$ cat src/sfc_pkg.sv
`default_nettype none

package sfc_pkg;

  localparam logic [15:0] CRC_INIT       = 16'hFFFF;
  localparam logic [7:0]  SLAVE_ERR_BYTE = 8'hFF;
  localparam int unsigned QUEUE_DEPTH    = 2;

  // Result status codes
  localparam logic [1:0] STATUS_OK           = 2'd0;
  localparam logic [1:0] STATUS_SLAVE_ERR    = 2'd1;
  localparam logic [1:0] STATUS_CRC_MISMATCH = 2'd2;

  // Slot class decided at the front
  typedef enum logic [1:0] {
    SLOT_PAYLOAD,   // payload byte inside a frame
    SLOT_RESTART,   // payload byte after a lone trailer slot: new frame
    SLOT_TRL_HI,    // first trailer slot
    SLOT_TRL_LO     // second trailer slot, frame complete
  } slot_kind_e;

  typedef struct packed {
    slot_kind_e  kind;
    logic [7:0]  tx_byte;
    logic [7:0]  rx_byte;
    logic        check_rx;
  } slot_t;

  typedef struct packed {
    logic [7:0] wire_tx_byte;
    logic       frame_done;
    logic [1:0] status;
  } result_t;

  // CRC-16-CCITT, poly 0x1021, one byte, MSB first
  function automatic logic [15:0] crc_fold(input logic [15:0] crc, input logic [7:0] b);
    logic [7:0] x;
    x = crc[15:8] ^ b;
    x = x ^ {4'd0, x[7:4]};
    return {crc[7:0], 8'd0} ^ {x[3:0], 12'd0} ^ {3'd0, x, 5'd0} ^ {8'd0, x};
  endfunction

endpackage

`default_nettype wire

$ cat src/sfc_if.sv
`default_nettype none

interface sfc_slot_if;
  logic       valid;
  logic       ready;
  logic       command;
  logic [7:0] tx_byte;
  logic [7:0] rx_byte;
  logic       check_rx;

  modport source (output valid, command, tx_byte, rx_byte, check_rx, input ready);
  modport sink   (input valid, command, tx_byte, rx_byte, check_rx, output ready);
endinterface

interface sfc_result_if;
  logic       valid;
  logic       ready;
  logic [7:0] wire_tx_byte;
  logic       frame_done;
  logic [1:0] status;

  modport source (output valid, wire_tx_byte, frame_done, status, input ready);
  modport sink   (input valid, wire_tx_byte, frame_done, status, output ready);
endinterface

`default_nettype wire

$ cat src/sfc_front.sv
`default_nettype none

module sfc_front (
  input  wire logic          clk_i,
  input  wire logic          rst_ni,
  sfc_slot_if.sink           in_i,
  input  wire logic          full_i,
  output sfc_pkg::slot_t     push_data_o,
  output logic               push_o
);
  import sfc_pkg::*;

  logic trailer_half_q, trailer_half_d;
  logic accept;

  assign in_i.ready = !full_i;
  assign accept     = in_i.valid && !full_i;
  assign push_o     = accept;

  always_comb begin
    push_data_o.tx_byte  = in_i.tx_byte;
    push_data_o.rx_byte  = in_i.rx_byte;
    push_data_o.check_rx = in_i.check_rx;
    unique case ({in_i.command, trailer_half_q})
      2'b00:   push_data_o.kind = SLOT_PAYLOAD;
      2'b01:   push_data_o.kind = SLOT_RESTART;
      2'b10:   push_data_o.kind = SLOT_TRL_HI;
      default: push_data_o.kind = SLOT_TRL_LO;
    endcase
    trailer_half_d = trailer_half_q;
    if (accept) begin
      trailer_half_d = in_i.command && !trailer_half_q;
    end
  end

  always_ff @(posedge clk_i or negedge rst_ni) begin
    if (!rst_ni) begin
      trailer_half_q <= 1'b0;
    end else begin
      trailer_half_q <= trailer_half_d;
    end
  end

`ifndef SYNTHESIS
  a_half_after_hi: assert property (@(posedge clk_i) disable iff (!rst_ni)
    push_o && push_data_o.kind == SLOT_TRL_HI |=> trailer_half_q)
    else $error("trailer half flag not set after first trailer slot");
`endif

endmodule

`default_nettype wire

$ cat src/sfc_queue.sv
`default_nettype none

module sfc_queue #(
  parameter int unsigned Depth = sfc_pkg::QUEUE_DEPTH
) (
  input  wire logic            clk_i,
  input  wire logic            rst_ni,
  input  wire logic            push_i,
  input  wire sfc_pkg::slot_t  push_data_i,
  output logic                 full_o,
  input  wire logic            pop_i,
  output sfc_pkg::slot_t       pop_data_o,
  output logic                 empty_o
);
  import sfc_pkg::*;

  localparam int unsigned PtrW = (Depth > 1) ? $clog2(Depth) : 1;
  localparam int unsigned CntW = $clog2(Depth + 1);

  slot_t            mem_q [Depth];
  logic [PtrW-1:0]  wr_ptr_q, rd_ptr_q;
  logic [CntW-1:0]  count_q;
  logic             do_push, do_pop;

  function automatic logic [PtrW-1:0] ptr_next(input logic [PtrW-1:0] p);
    return (p == PtrW'(Depth - 1)) ? '0 : p + 1'b1;
  endfunction

  assign full_o     = (count_q == CntW'(Depth));
  assign empty_o    = (count_q == '0);
  assign do_push    = push_i && !full_o;
  assign do_pop     = pop_i && !empty_o;
  assign pop_data_o = mem_q[rd_ptr_q];

  always_ff @(posedge clk_i) begin
    if (do_push) begin
      mem_q[wr_ptr_q] <= push_data_i;
    end
  end

  always_ff @(posedge clk_i or negedge rst_ni) begin
    if (!rst_ni) begin
      wr_ptr_q <= '0;
      rd_ptr_q <= '0;
      count_q  <= '0;
    end else begin
      if (do_push) wr_ptr_q <= ptr_next(wr_ptr_q);
      if (do_pop)  rd_ptr_q <= ptr_next(rd_ptr_q);
      unique case ({do_push, do_pop})
        2'b10:   count_q <= count_q + 1'b1;
        2'b01:   count_q <= count_q - 1'b1;
        default: count_q <= count_q;
      endcase
    end
  end

`ifndef SYNTHESIS
  a_no_overflow: assert property (@(posedge clk_i) disable iff (!rst_ni)
    count_q <= CntW'(Depth))
    else $error("queue count beyond depth");
  a_push_lands: assert property (@(posedge clk_i) disable iff (!rst_ni)
    do_push && !do_pop |=> !empty_o)
    else $error("queue empty after push");
`endif

endmodule

`default_nettype wire

$ cat src/sfc_back.sv
`default_nettype none

module sfc_back (
  input  wire logic            clk_i,
  input  wire logic            rst_ni,
  input  wire logic            empty_i,
  input  wire sfc_pkg::slot_t  slot_i,
  output logic                 pop_o,
  sfc_result_if.source         out_o
);
  import sfc_pkg::*;

  logic [15:0] tx_crc_q, tx_crc_d;
  logic [15:0] rx_crc_q, rx_crc_d;
  logic        at_start_q, at_start_d;
  logic        err_q, err_d;
  logic [7:0]  rx_crc_high_q, rx_crc_high_d;
  logic        out_valid_q, out_valid_d;
  result_t     out_q, out_d;

  logic [15:0] tx_base, rx_base;
  logic        start_base, err_base;

  assign pop_o = !empty_i && (!out_valid_q || out_o.ready);

  always_comb begin
    tx_crc_d      = tx_crc_q;
    rx_crc_d      = rx_crc_q;
    at_start_d    = at_start_q;
    err_d         = err_q;
    rx_crc_high_d = rx_crc_high_q;
    out_d         = out_q;
    out_valid_d   = out_valid_q && !out_o.ready;

    // A restart drops the half frame before the slot is folded in
    tx_base    = (slot_i.kind == SLOT_RESTART) ? CRC_INIT : tx_crc_q;
    rx_base    = (slot_i.kind == SLOT_RESTART) ? CRC_INIT : rx_crc_q;
    start_base = (slot_i.kind == SLOT_RESTART) ? 1'b1 : at_start_q;
    err_base   = (slot_i.kind == SLOT_RESTART) ? 1'b0 : err_q;

    if (pop_o) begin
      out_valid_d      = 1'b1;
      out_d.frame_done = 1'b0;
      out_d.status     = STATUS_OK;
      unique case (slot_i.kind)
        SLOT_PAYLOAD, SLOT_RESTART: begin
          out_d.wire_tx_byte = slot_i.tx_byte;
          tx_crc_d   = crc_fold(tx_base, slot_i.tx_byte);
          rx_crc_d   = crc_fold(rx_base, slot_i.rx_byte);
          at_start_d = 1'b0;
          err_d      = start_base ? (slot_i.rx_byte == SLAVE_ERR_BYTE) : err_base;
        end
        SLOT_TRL_HI: begin
          out_d.wire_tx_byte = tx_crc_q[15:8];
          rx_crc_high_d = slot_i.rx_byte;
          at_start_d    = 1'b0;
          err_d         = at_start_q ? (slot_i.rx_byte == SLAVE_ERR_BYTE) : err_q;
        end
        default: begin
          out_d.wire_tx_byte = tx_crc_q[7:0];
          out_d.frame_done   = 1'b1;
          if (slot_i.check_rx) begin
            priority if (err_q) begin
              out_d.status = STATUS_SLAVE_ERR;
            end else if ({rx_crc_high_q, slot_i.rx_byte} != rx_crc_q) begin
              out_d.status = STATUS_CRC_MISMATCH;
            end else begin
              out_d.status = STATUS_OK;
            end
          end
          tx_crc_d   = CRC_INIT;
          rx_crc_d   = CRC_INIT;
          at_start_d = 1'b1;
          err_d      = 1'b0;
        end
      endcase
    end
  end

  always_ff @(posedge clk_i or negedge rst_ni) begin
    if (!rst_ni) begin
      tx_crc_q      <= CRC_INIT;
      rx_crc_q      <= CRC_INIT;
      at_start_q    <= 1'b1;
      err_q         <= 1'b0;
      rx_crc_high_q <= 8'd0;
      out_valid_q   <= 1'b0;
    end else begin
      tx_crc_q      <= tx_crc_d;
      rx_crc_q      <= rx_crc_d;
      at_start_q    <= at_start_d;
      err_q         <= err_d;
      rx_crc_high_q <= rx_crc_high_d;
      out_valid_q   <= out_valid_d;
    end
  end

  always_ff @(posedge clk_i) begin
    out_q <= out_d;
  end

  assign out_o.valid        = out_valid_q;
  assign out_o.wire_tx_byte = out_q.wire_tx_byte;
  assign out_o.frame_done   = out_q.frame_done;
  assign out_o.status       = out_q.status;

`ifndef SYNTHESIS
  a_status_needs_done: assert property (@(posedge clk_i) disable iff (!rst_ni)
    out_valid_q && out_q.status != STATUS_OK |-> out_q.frame_done)
    else $error("status reported outside frame completion");
  a_reinit_after_done: assert property (@(posedge clk_i) disable iff (!rst_ni)
    pop_o && slot_i.kind == SLOT_TRL_LO |=> tx_crc_q == CRC_INIT && at_start_q && !err_q)
    else $error("frame state not reinitialized after completion");
`endif

endmodule

`default_nettype wire

$ cat src/spi_frame_crc16_append_check.sv
`default_nettype none

// Channel  Dir  Payload                                   Handshake
// in_i     in   command, tx_byte, rx_byte, check_rx       valid/ready
// out_o    out  wire_tx_byte, frame_done, status          valid/ready
//
// One result item per input item, one item per cycle sustained while out_o is ready.
// Each item is registered in the slot queue and then in the output register.
// The byte-wise CRC folds for both directions run combinationally in the back end.
// Reset (rst_ni low, asynchronous) empties the queue and output register and sets
// both CRCs to 0xFFFF with the frame start flag raised.
// A stall on out_o fills the queue; in_i.ready drops only when the queue is full.
module spi_frame_crc16_append_check #(
  parameter int unsigned QueueDepth = sfc_pkg::QUEUE_DEPTH
) (
  input  wire logic      clk_i,
  input  wire logic      rst_ni,
  sfc_slot_if.sink       in_i,
  sfc_result_if.source   out_o
);
  import sfc_pkg::*;

  // Front to queue
  slot_t push_data;
  logic  push;
  logic  full;

  // Queue to back end
  slot_t pop_data;
  logic  pop;
  logic  empty;

  // Classify each slot: payload, restart after a lone trailer, or trailer half
  sfc_front u_front (
    .clk_i       (clk_i),
    .rst_ni      (rst_ni),
    .in_i        (in_i),
    .full_i      (full),
    .push_data_o (push_data),
    .push_o      (push)
  );

  // Decouple acceptance from the result stall
  sfc_queue #(
    .Depth (QueueDepth)
  ) u_queue (
    .clk_i       (clk_i),
    .rst_ni      (rst_ni),
    .push_i      (push),
    .push_data_i (push_data),
    .full_o      (full),
    .pop_i       (pop),
    .pop_data_o  (pop_data),
    .empty_o     (empty)
  );

  // Fold CRCs, drive trailer bytes, check the frame on completion
  sfc_back u_back (
    .clk_i   (clk_i),
    .rst_ni  (rst_ni),
    .empty_i (empty),
    .slot_i  (pop_data),
    .pop_o   (pop),
    .out_o   (out_o)
  );

endmodule

`default_nettype wire

$ cat src/flat_wrapper.sv
// flat-port wrapper written by rule: the top's interface ports become plain ports
module spi_frame_crc16_append_check_flat import sfc_pkg::*;
#(
  parameter int unsigned QueueDepth = sfc_pkg::QUEUE_DEPTH
)
  (clk_i, rst_ni, in_i_valid, in_i_command, in_i_tx_byte, in_i_rx_byte, in_i_check_rx, in_i_ready, out_o_valid, out_o_wire_tx_byte, out_o_frame_done, out_o_status, out_o_ready);
  sfc_slot_if in_i_i ();
  sfc_result_if out_o_i ();
  input  wire logic clk_i;
  input  wire logic rst_ni;
  input wire logic [$bits(in_i_i.valid)-1:0] in_i_valid;
  input wire logic [$bits(in_i_i.command)-1:0] in_i_command;
  input wire logic [$bits(in_i_i.tx_byte)-1:0] in_i_tx_byte;
  input wire logic [$bits(in_i_i.rx_byte)-1:0] in_i_rx_byte;
  input wire logic [$bits(in_i_i.check_rx)-1:0] in_i_check_rx;
  output wire logic [$bits(in_i_i.ready)-1:0] in_i_ready;
  output wire logic [$bits(out_o_i.valid)-1:0] out_o_valid;
  output wire logic [$bits(out_o_i.wire_tx_byte)-1:0] out_o_wire_tx_byte;
  output wire logic [$bits(out_o_i.frame_done)-1:0] out_o_frame_done;
  output wire logic [$bits(out_o_i.status)-1:0] out_o_status;
  input wire logic [$bits(out_o_i.ready)-1:0] out_o_ready;
  assign in_i_i.valid = in_i_valid;
  assign in_i_i.command = in_i_command;
  assign in_i_i.tx_byte = in_i_tx_byte;
  assign in_i_i.rx_byte = in_i_rx_byte;
  assign in_i_i.check_rx = in_i_check_rx;
  assign in_i_ready = in_i_i.ready;
  assign out_o_valid = out_o_i.valid;
  assign out_o_wire_tx_byte = out_o_i.wire_tx_byte;
  assign out_o_frame_done = out_o_i.frame_done;
  assign out_o_status = out_o_i.status;
  assign out_o_i.ready = out_o_ready;
  spi_frame_crc16_append_check #(.QueueDepth(QueueDepth)) u_core (.clk_i(clk_i), .rst_ni(rst_ni), .in_i(in_i_i), .out_o(out_o_i));
endmodule
$ cat config.mk
export PLATFORM = sky130hd
export DESIGN_NAME = spi_frame_crc16_append_check_flat
export DESIGN_NICKNAME = d
export VERILOG_FILES = /design/src/sfc_pkg.sv /design/src/sfc_if.sv /design/src/sfc_front.sv /design/src/sfc_queue.sv /design/src/sfc_back.sv /design/src/spi_frame_crc16_append_check.sv /design/src/flat_wrapper.sv
export SDC_FILE = /design/constraint.sdc
export NUM_CORES = 1
export LEC_CHECK = 0
export BUFFER_PORTS_ARGS = -buffer_cell sky130_fd_sc_hd__buf_2
export CORE_ASPECT_RATIO = 0.75
export CORE_MARGIN = 5
export CORE_UTILIZATION = 32
export CTS_CLUSTER_DIAMETER = 50
export DETAILED_ROUTE_END_ITERATION = 8
export GPL_TIMING_DRIVEN = 0
export PLACE_DENSITY_LB_ADDON = 0.15
export RECOVER_POWER = 100
export SLEW_MARGIN = 20
export SYNTH_ARGS = -nofsm -noshare
export SYNTH_HDL_FRONTEND = slang
export SYNTH_HIERARCHICAL = 1
export SYNTH_SLANG_ARGS = --single-unit
$ cat constraint.sdc
create_clock -name clk_i -period 3.2 [get_ports clk_i]
set_clock_uncertainty 0.05 [all_clocks]
set_input_delay 0.64 -clock clk_i [delete_from_list [all_inputs] [get_ports clk_i]]
set_output_delay 0.64 -clock clk_i [all_outputs]
set_load 0.02 [all_outputs]
# --- Yosys cells after proc, flatten, opt, wreduce, memory -nomap -nowiden ---
# Memories as Yosys holds them, arrays and structs flattened.
# Index checks and enable logic that the tools add are counted.
word_totals:
  reg_bits: 59
  ram_bits: 38
  inputBits: 22
  memories: 1
mem_list:
  columns: ["name", "words", "width", "read_ports", "rd_ports_with_merged_regs", "wr", "line_no", "source"]
  rows:
  - ["u_core.u_queue.mem_q", 2, 19, 1, 0, 1, "sfc_queue.sv:20", "slot_t mem_q [Depth];"]
classes:
  n_addsub: 4
  eq_ne: 11
  muxes: 22
  bitwise: 12
  n_reduce_logical: 23
ops:
  columns: ["cell", "count"]
  rows:
  - ["one-hot mux 16 bit (2 select lines)", 2]
  - ["2-to-1 mux 16 bit", 2]
  - ["XOR 16 x 13 -> 16 bit", 2]
  - ["XOR 16 bit", 2]
  - ["XOR 16 x 8 -> 16 bit", 2]
  - ["!= test 16 bit", 1]
  - ["one-hot mux 8 bit (2 select lines)", 1]
  - ["XOR 8 x 4 -> 8 bit", 2]
  - ["XOR 8 bit", 2]
  - ["2-to-1 mux 1 bit", 10]
  - ["== test 2 bit (second input constant)", 4]
  - ["== test 8 bit (second input constant)", 1]
  - ["== test 2 x 1 -> 1 bit (second input constant)", 3]
  - ["logical AND 1 bit", 6]
  - ["zero test 2 bit", 3]
  - ["2-to-1 mux 2 bit", 3]
  - ["one-hot mux 2 bit (3 select lines)", 1]
  - ["zero test 1 bit", 5]
  - ["OR reduction 5 bit", 1]
  - ["one-hot mux 2 bit (2 select lines)", 1]
  - ["AND reduction 2 bit", 2]
  - ["OR reduction 4 bit", 1]
  - ["2-to-1 mux 3 bit", 1]
  - ["!= test 3 bit (second input constant)", 1]
  - ["11 further kinds", 13]

# --- Logic depth before layout (Yosys ltp) ---
# An unclocked memory read counts as a cell.
depth:
  word_depth: 9
  mapped_depth: 10
  depth_no_buf: 8

# --- By module ---
# The synthesis kept the hierarchy.
modules_own_cells:
  columns: ["mod", "instances", "cells_per_inst", "area_per_inst_um2", "seq_area_each_um2"]
  rows:
  - ["sfc_back", 1, 301, 3226.8, 1447.6]
  - ["sfc_queue", 1, 77, 1561.5, 1241.2]
  - ["sfc_front", 1, 24, 198.9, 25.0]

# --- Least setup slack after synthesis ---
# OpenSTA, ideal clock, no wires.
synth_path:
  path_type: "input -> register"
  start: "in out_o_ready"
  end: "reg u_core.u_queue.count_q[1]"
  t_arrival_ns: 2.192
  slack_ns: 0.879
  cell_stages: 7
  path_cell_list: "nor2b_4 -> nor2_4 -> clkbuf_1 -> nor2b_2 -> ha_1 -> nor2_1 -> xor2_1"
synth_between:
  elab_chain_cells: 5
  elab_cells_between_ends: 7
  classes_between: "eq/ne: 2; mux: 1; reduce/logical: 4"
synth_lines:
  columns: ["element", "line_no", "source"]
  rows:
  - ["start, declared", "flat_wrapper.sv:21", "input wire logic [$bits(out_o_i.ready)-1:0] out_o_ready;"]
  - ["logical OR 1 bit (*)", "sfc_back.sv:24", "assign pop_o = !empty_i && (!out_valid_q || out_o.ready);"]
  - ["logical AND 1 bit (*)", "sfc_back.sv:24", null]
  - ["via u_core.pop", "spi_frame_crc16_append_check.sv:30", "logic pop;"]
  - ["logical AND 1 bit (*)", "sfc_queue.sv:32", "assign do_pop = pop_i && !empty_o;"]
  - ["via u_core.u_queue.do_pop", "sfc_queue.sv:23", "logic do_push, do_pop;"]
  - ["== test 2 x 1 -> 1 bit or == test 2 bit (tied branches)", "sfc_queue.sv:49", "unique case ({do_push, do_pop})"]
  - ["one-hot mux 2 bit (2 select lines) or nonzero test 2 bit (tied branches)", null, null]
  - ["end signal, assigned", "sfc_queue.sv:50", "2'b10: count_q <= count_q + 1'b1;"]
  - ["end signal, assigned", "sfc_queue.sv:51", "2'b01: count_q <= count_q - 1'b1;"]
  - ["end signal, assigned", "sfc_queue.sv:52", "default: count_q <= count_q;"]
  - ["end, declared", "sfc_queue.sv:22", "logic [CntW-1:0] count_q;"]
# Mark *: on every way through the listed nets, which the timed path passes. The rest lies on a longest branch.
# A chain may end at the register's enable or synchronous reset.

==> metrics <==
run status=complete, no violations; max_cap viols=0; dominant cells by area after synthesis=edfxtp_1 30%, dfstp_2 17%, xnor2_1 9.5%; Syn Nets=425; Sw Pwr=2960 µW; final WL=11.8 mm; data arrival time of the critical path=3030 ps; Hold EP=u_core/u_queue/mem_q[1][11]$_DFFE_PP_; Final min period=~2800 ps; EDFF count, synth=49; Setup violations, final=0; Net Sw Frac=41.8%; CTS tree=yes; Peak supply drop=507 µV; DP Worst Slack=601 ps; io pins=35; GRT Overall Usage=between 10% and 20%; most frequent cells in the layout=54 x xnor2_1, 49 x edfxtp_1, 48 x nor2_1; Vias=about 3100; RSZ-0062 raised after global routing=no; Yosys top cell by area=edfxtp_1; GRT overflow=0; H-tree Lvls=3; Max FO, Critical Path=10; synth warn=6; r2r setup slk=around 420 ps; Routed Antenna Nets=0; met1 Usage GRT=20.4%; Resized Gates After CTS=0; share of total power in combinational logic=51.8%; worst slew pin tran=1280 ps; Post-synth ARST share=49.5%; commonest non-fill, non-tap cell in the layout=xnor2_1; die area=0.0182 mm²; Mapped Cells=402; WP buf/inv=4; DRT iter0 DRCs=approximately 250; PnR worst setup slack=between 400 and 500 ps; total iterations of the first detailed-routing run=4; IO buf count=17; Synth cell types=46; met3 usage=3.93%; Seq/Total Area, Yosys=54.4%; CTS Root Buffer Type=clkbuf_16; # rows=39; Hold Path Class=in2reg; Reg-to-Reg End=u_core/u_back/tx_crc_q[2]$_DFFE_PN1P_; Reg2Reg Depth=8; Pwr per Cell Area=1270 mW/mm²; worst r2r src=u_core/u_queue/rd_ptr_q$_DFFE_PN0P_; CP max stage delay=520 ps; CTS Sinks=between 90 and 100; postcts setup bufs=0; Diodes inserted=0; first-pass GRT wire length=18.6 mm; share of cells above drive strength 1=between 20% and 30%; die height=118 µm; Clock Latency Late Sink=360 ps; relative slew slack=~14%; cell internal pwr=4130 µW; largest net degree at the start of global routing=a little under 50; WL per Instance=around 18 µm; antenna violations before repair=0; clock buffer depth=2; drc violations=0; Hold Startpoint=in_i_tx_byte[2]; Period Utilization, post-route=86.8%; Global Route met2 Usage=18.3%; Num CTS Buffers=9; critical path launch point type=flip-flop; Pins Over Slew Limit=0; Nets=454; Syn Area/Cell=12.4 µm²; most crowded layer after global routing=met1; Required @ worst endpoint=3450 ps; Synth Flop Type=edfxtp_1; Clock transition at path regs=70 ps; Initial Util=around a third; TNS Setup=0 ps; vias in the first global route=3234; DP HPWL=7.93 mm; Fin. Hold Viols=0; filler instances=between 1500 and 2000; Pleak=0.00198 µW; CTS hold repair buffers=0; clock share of power=roughly 15%; Setup CP Type=reg2reg; CP Cell Sequence=buf_2, mux2_1, buf_6, clkinv_1, nand2_1, and2_0, clkbuf_1, o22a_1; Yosys reg bits=97; sequential share of power=33.0%; Crit-path slowest cell=clkbuf_1; fmax=360 MHz; Via-to-Cell Ratio=4.85; Syn-to-layout area delta=11.7%; Post-Synthesis Cell Area=0.00499 mm²; Worst Setup End Kind=flip-flop; Die Width=about 150 µm; Synth top area share=29.5%; WHS Path Cells=1; Crit path max-delay family=buffers and inverters; core area=0.0153 mm²; routability-driven placement congestion ratio=0.801
## area by class of cell
| class | count | area, µm² | share of cell area, % |
|---|---|---|---|
| Buffer | 40 | 248 | 4.45 |
| Timing Repair Buffer | 18 | 72.6 | 1.30 |
| Sequential cell | 97 | 2710 | 48.7 |
| Clock buffer | 9 | 225 | 4.04 |
| Tap cell | 205 | 256 | 4.60 |
| Multi-Input combinational cell | 258 | 1970 | 35.3 |
| Clock inverter | 7 | 60.1 | 1.08 |
| Inverter | 7 | 26.3 | 0.472 |
## layer usage
| metal | part of all wire (%) | vias to the layer above | wire (µm) |
|---|---|---|---|
| li1 | - | 1462 | - |
| met1 | 51 | 1555 | 6010 |
| met2 | 42 | 82 | 4930 |
| met3 | 6.1 | 8 | 720 |
| met4 | 0.83 | 0 | 98 |
| met5 | 0 | - | 0 |
## power by group through the flow
stage | Clock (µW) | Sequential (µW) | Combinational (µW)
3_3_place_gp | 0 | 2350 | 3680
3_5_place_dp | 0 | 2360 | 3720
4_1_cts | 1100 | 2340 | 3750
2_1_floorplan | 0 | 2360 | 2820
6_report | 1080 | 2340 | 3670
5_1_grt | 1160 | 2400 | 3980
## state kept, by name, summed over array words and instances, names as in the netlist, 2 cells and up
name	flops
u_core/u_queue/count_q	2
u_core/u_back/out_o.wire_tx_byte	8
u_core/u_back/rx_crc_q	16
u_core/u_queue/mem_q	38
u_core/u_back/tx_crc_q	16
u_core/u_back/rx_crc_high_q	8
u_core/u_back/out_o.status	2
## worst max path at each step
| stage | end | startpoint | depth (start not counted) | slack [ps] |
|---|---|---|---|---|
| global route | u_core/u_back/tx_crc_q[13]$_DFFE_PN1P_ | u_core/u_queue/rd_ptr_q$_DFFE_PN0P_ | 8 | 210 |
| floorplan | u_core/u_queue/count_q[1]$_DFFE_PN0P_ | out_o_ready | 7 | 880 |
| global placement | u_core/u_queue/count_q[1]$_DFFE_PN0P_ | out_o_ready | 8 | 120 |
| detailed placement | u_core/u_back/rx_crc_q[7]$_DFFE_PN1P_ | u_core/u_queue/rd_ptr_q$_DFFE_PN0P_ | 7 | 600 |
| finish | u_core/u_back/tx_crc_q[2]$_DFFE_PN1P_ | u_core/u_queue/rd_ptr_q$_DFFE_PN0P_ | 8 | 420 |
| CTS | u_core/u_back/rx_crc_q[8]$_DFFE_PN1P_ | u_core/u_queue/rd_ptr_q$_DFFE_PN0P_ | 7 | 590 |
## synth_stat cells, types with 3 or more instances
| cell type | number |
|---|---|
| dfrtp_1 | 15 |
| a311oi_1 | 4 |
| dfstp_2 | 33 |
| o22ai_1 | 4 |
| o21ai_0 | 6 |
| nand4_1 | 6 |
| mux2_2 | 28 |
| o32ai_1 | 7 |
| xnor2_2 | 7 |
| nor2b_4 | 3 |
| edfxtp_1 | 49 |
| mux2i_1 | 8 |
| nor2_1 | 47 |
| nor2_4 | 5 |
| o22a_1 | 8 |
| buf_4 | 17 |
| xor2_1 | 11 |
| xnor2_1 | 54 |
| clkbuf_1 | 9 |
| inv_1 | 5 |
| buf_2 | 10 |
| nand2_1 | 7 |
| a21oi_1 | 25 |
| or2_2 | 3 |
## stage by stage
stage	instances	area, µm²	hold slack [ps]	util [%]	total power [µW]
global placement	624	5330	428	34.9	6030
global route	641	5570	420	36.5	7540
floorplan	402	4990	294	-	5180
detailed placement	625	5350	444	35.0	6080
CTS	641	5640	285	36.9	7190
finish	641	5570	437	36.5	7090
## cells by family after synthesis
family / share of synthesized area, %
AO/OA/AOI/OAI: 8.63
AND/OR/NAND/NOR: 9.08
flip-flops: 54.4
XOR/XNOR: 13.7
multiplexers: 8.23
adder cells (fa/ha/maj): 0.251
buffers and inverters: 5.69
Note: power is estimated with default switching activity, not from simulation.
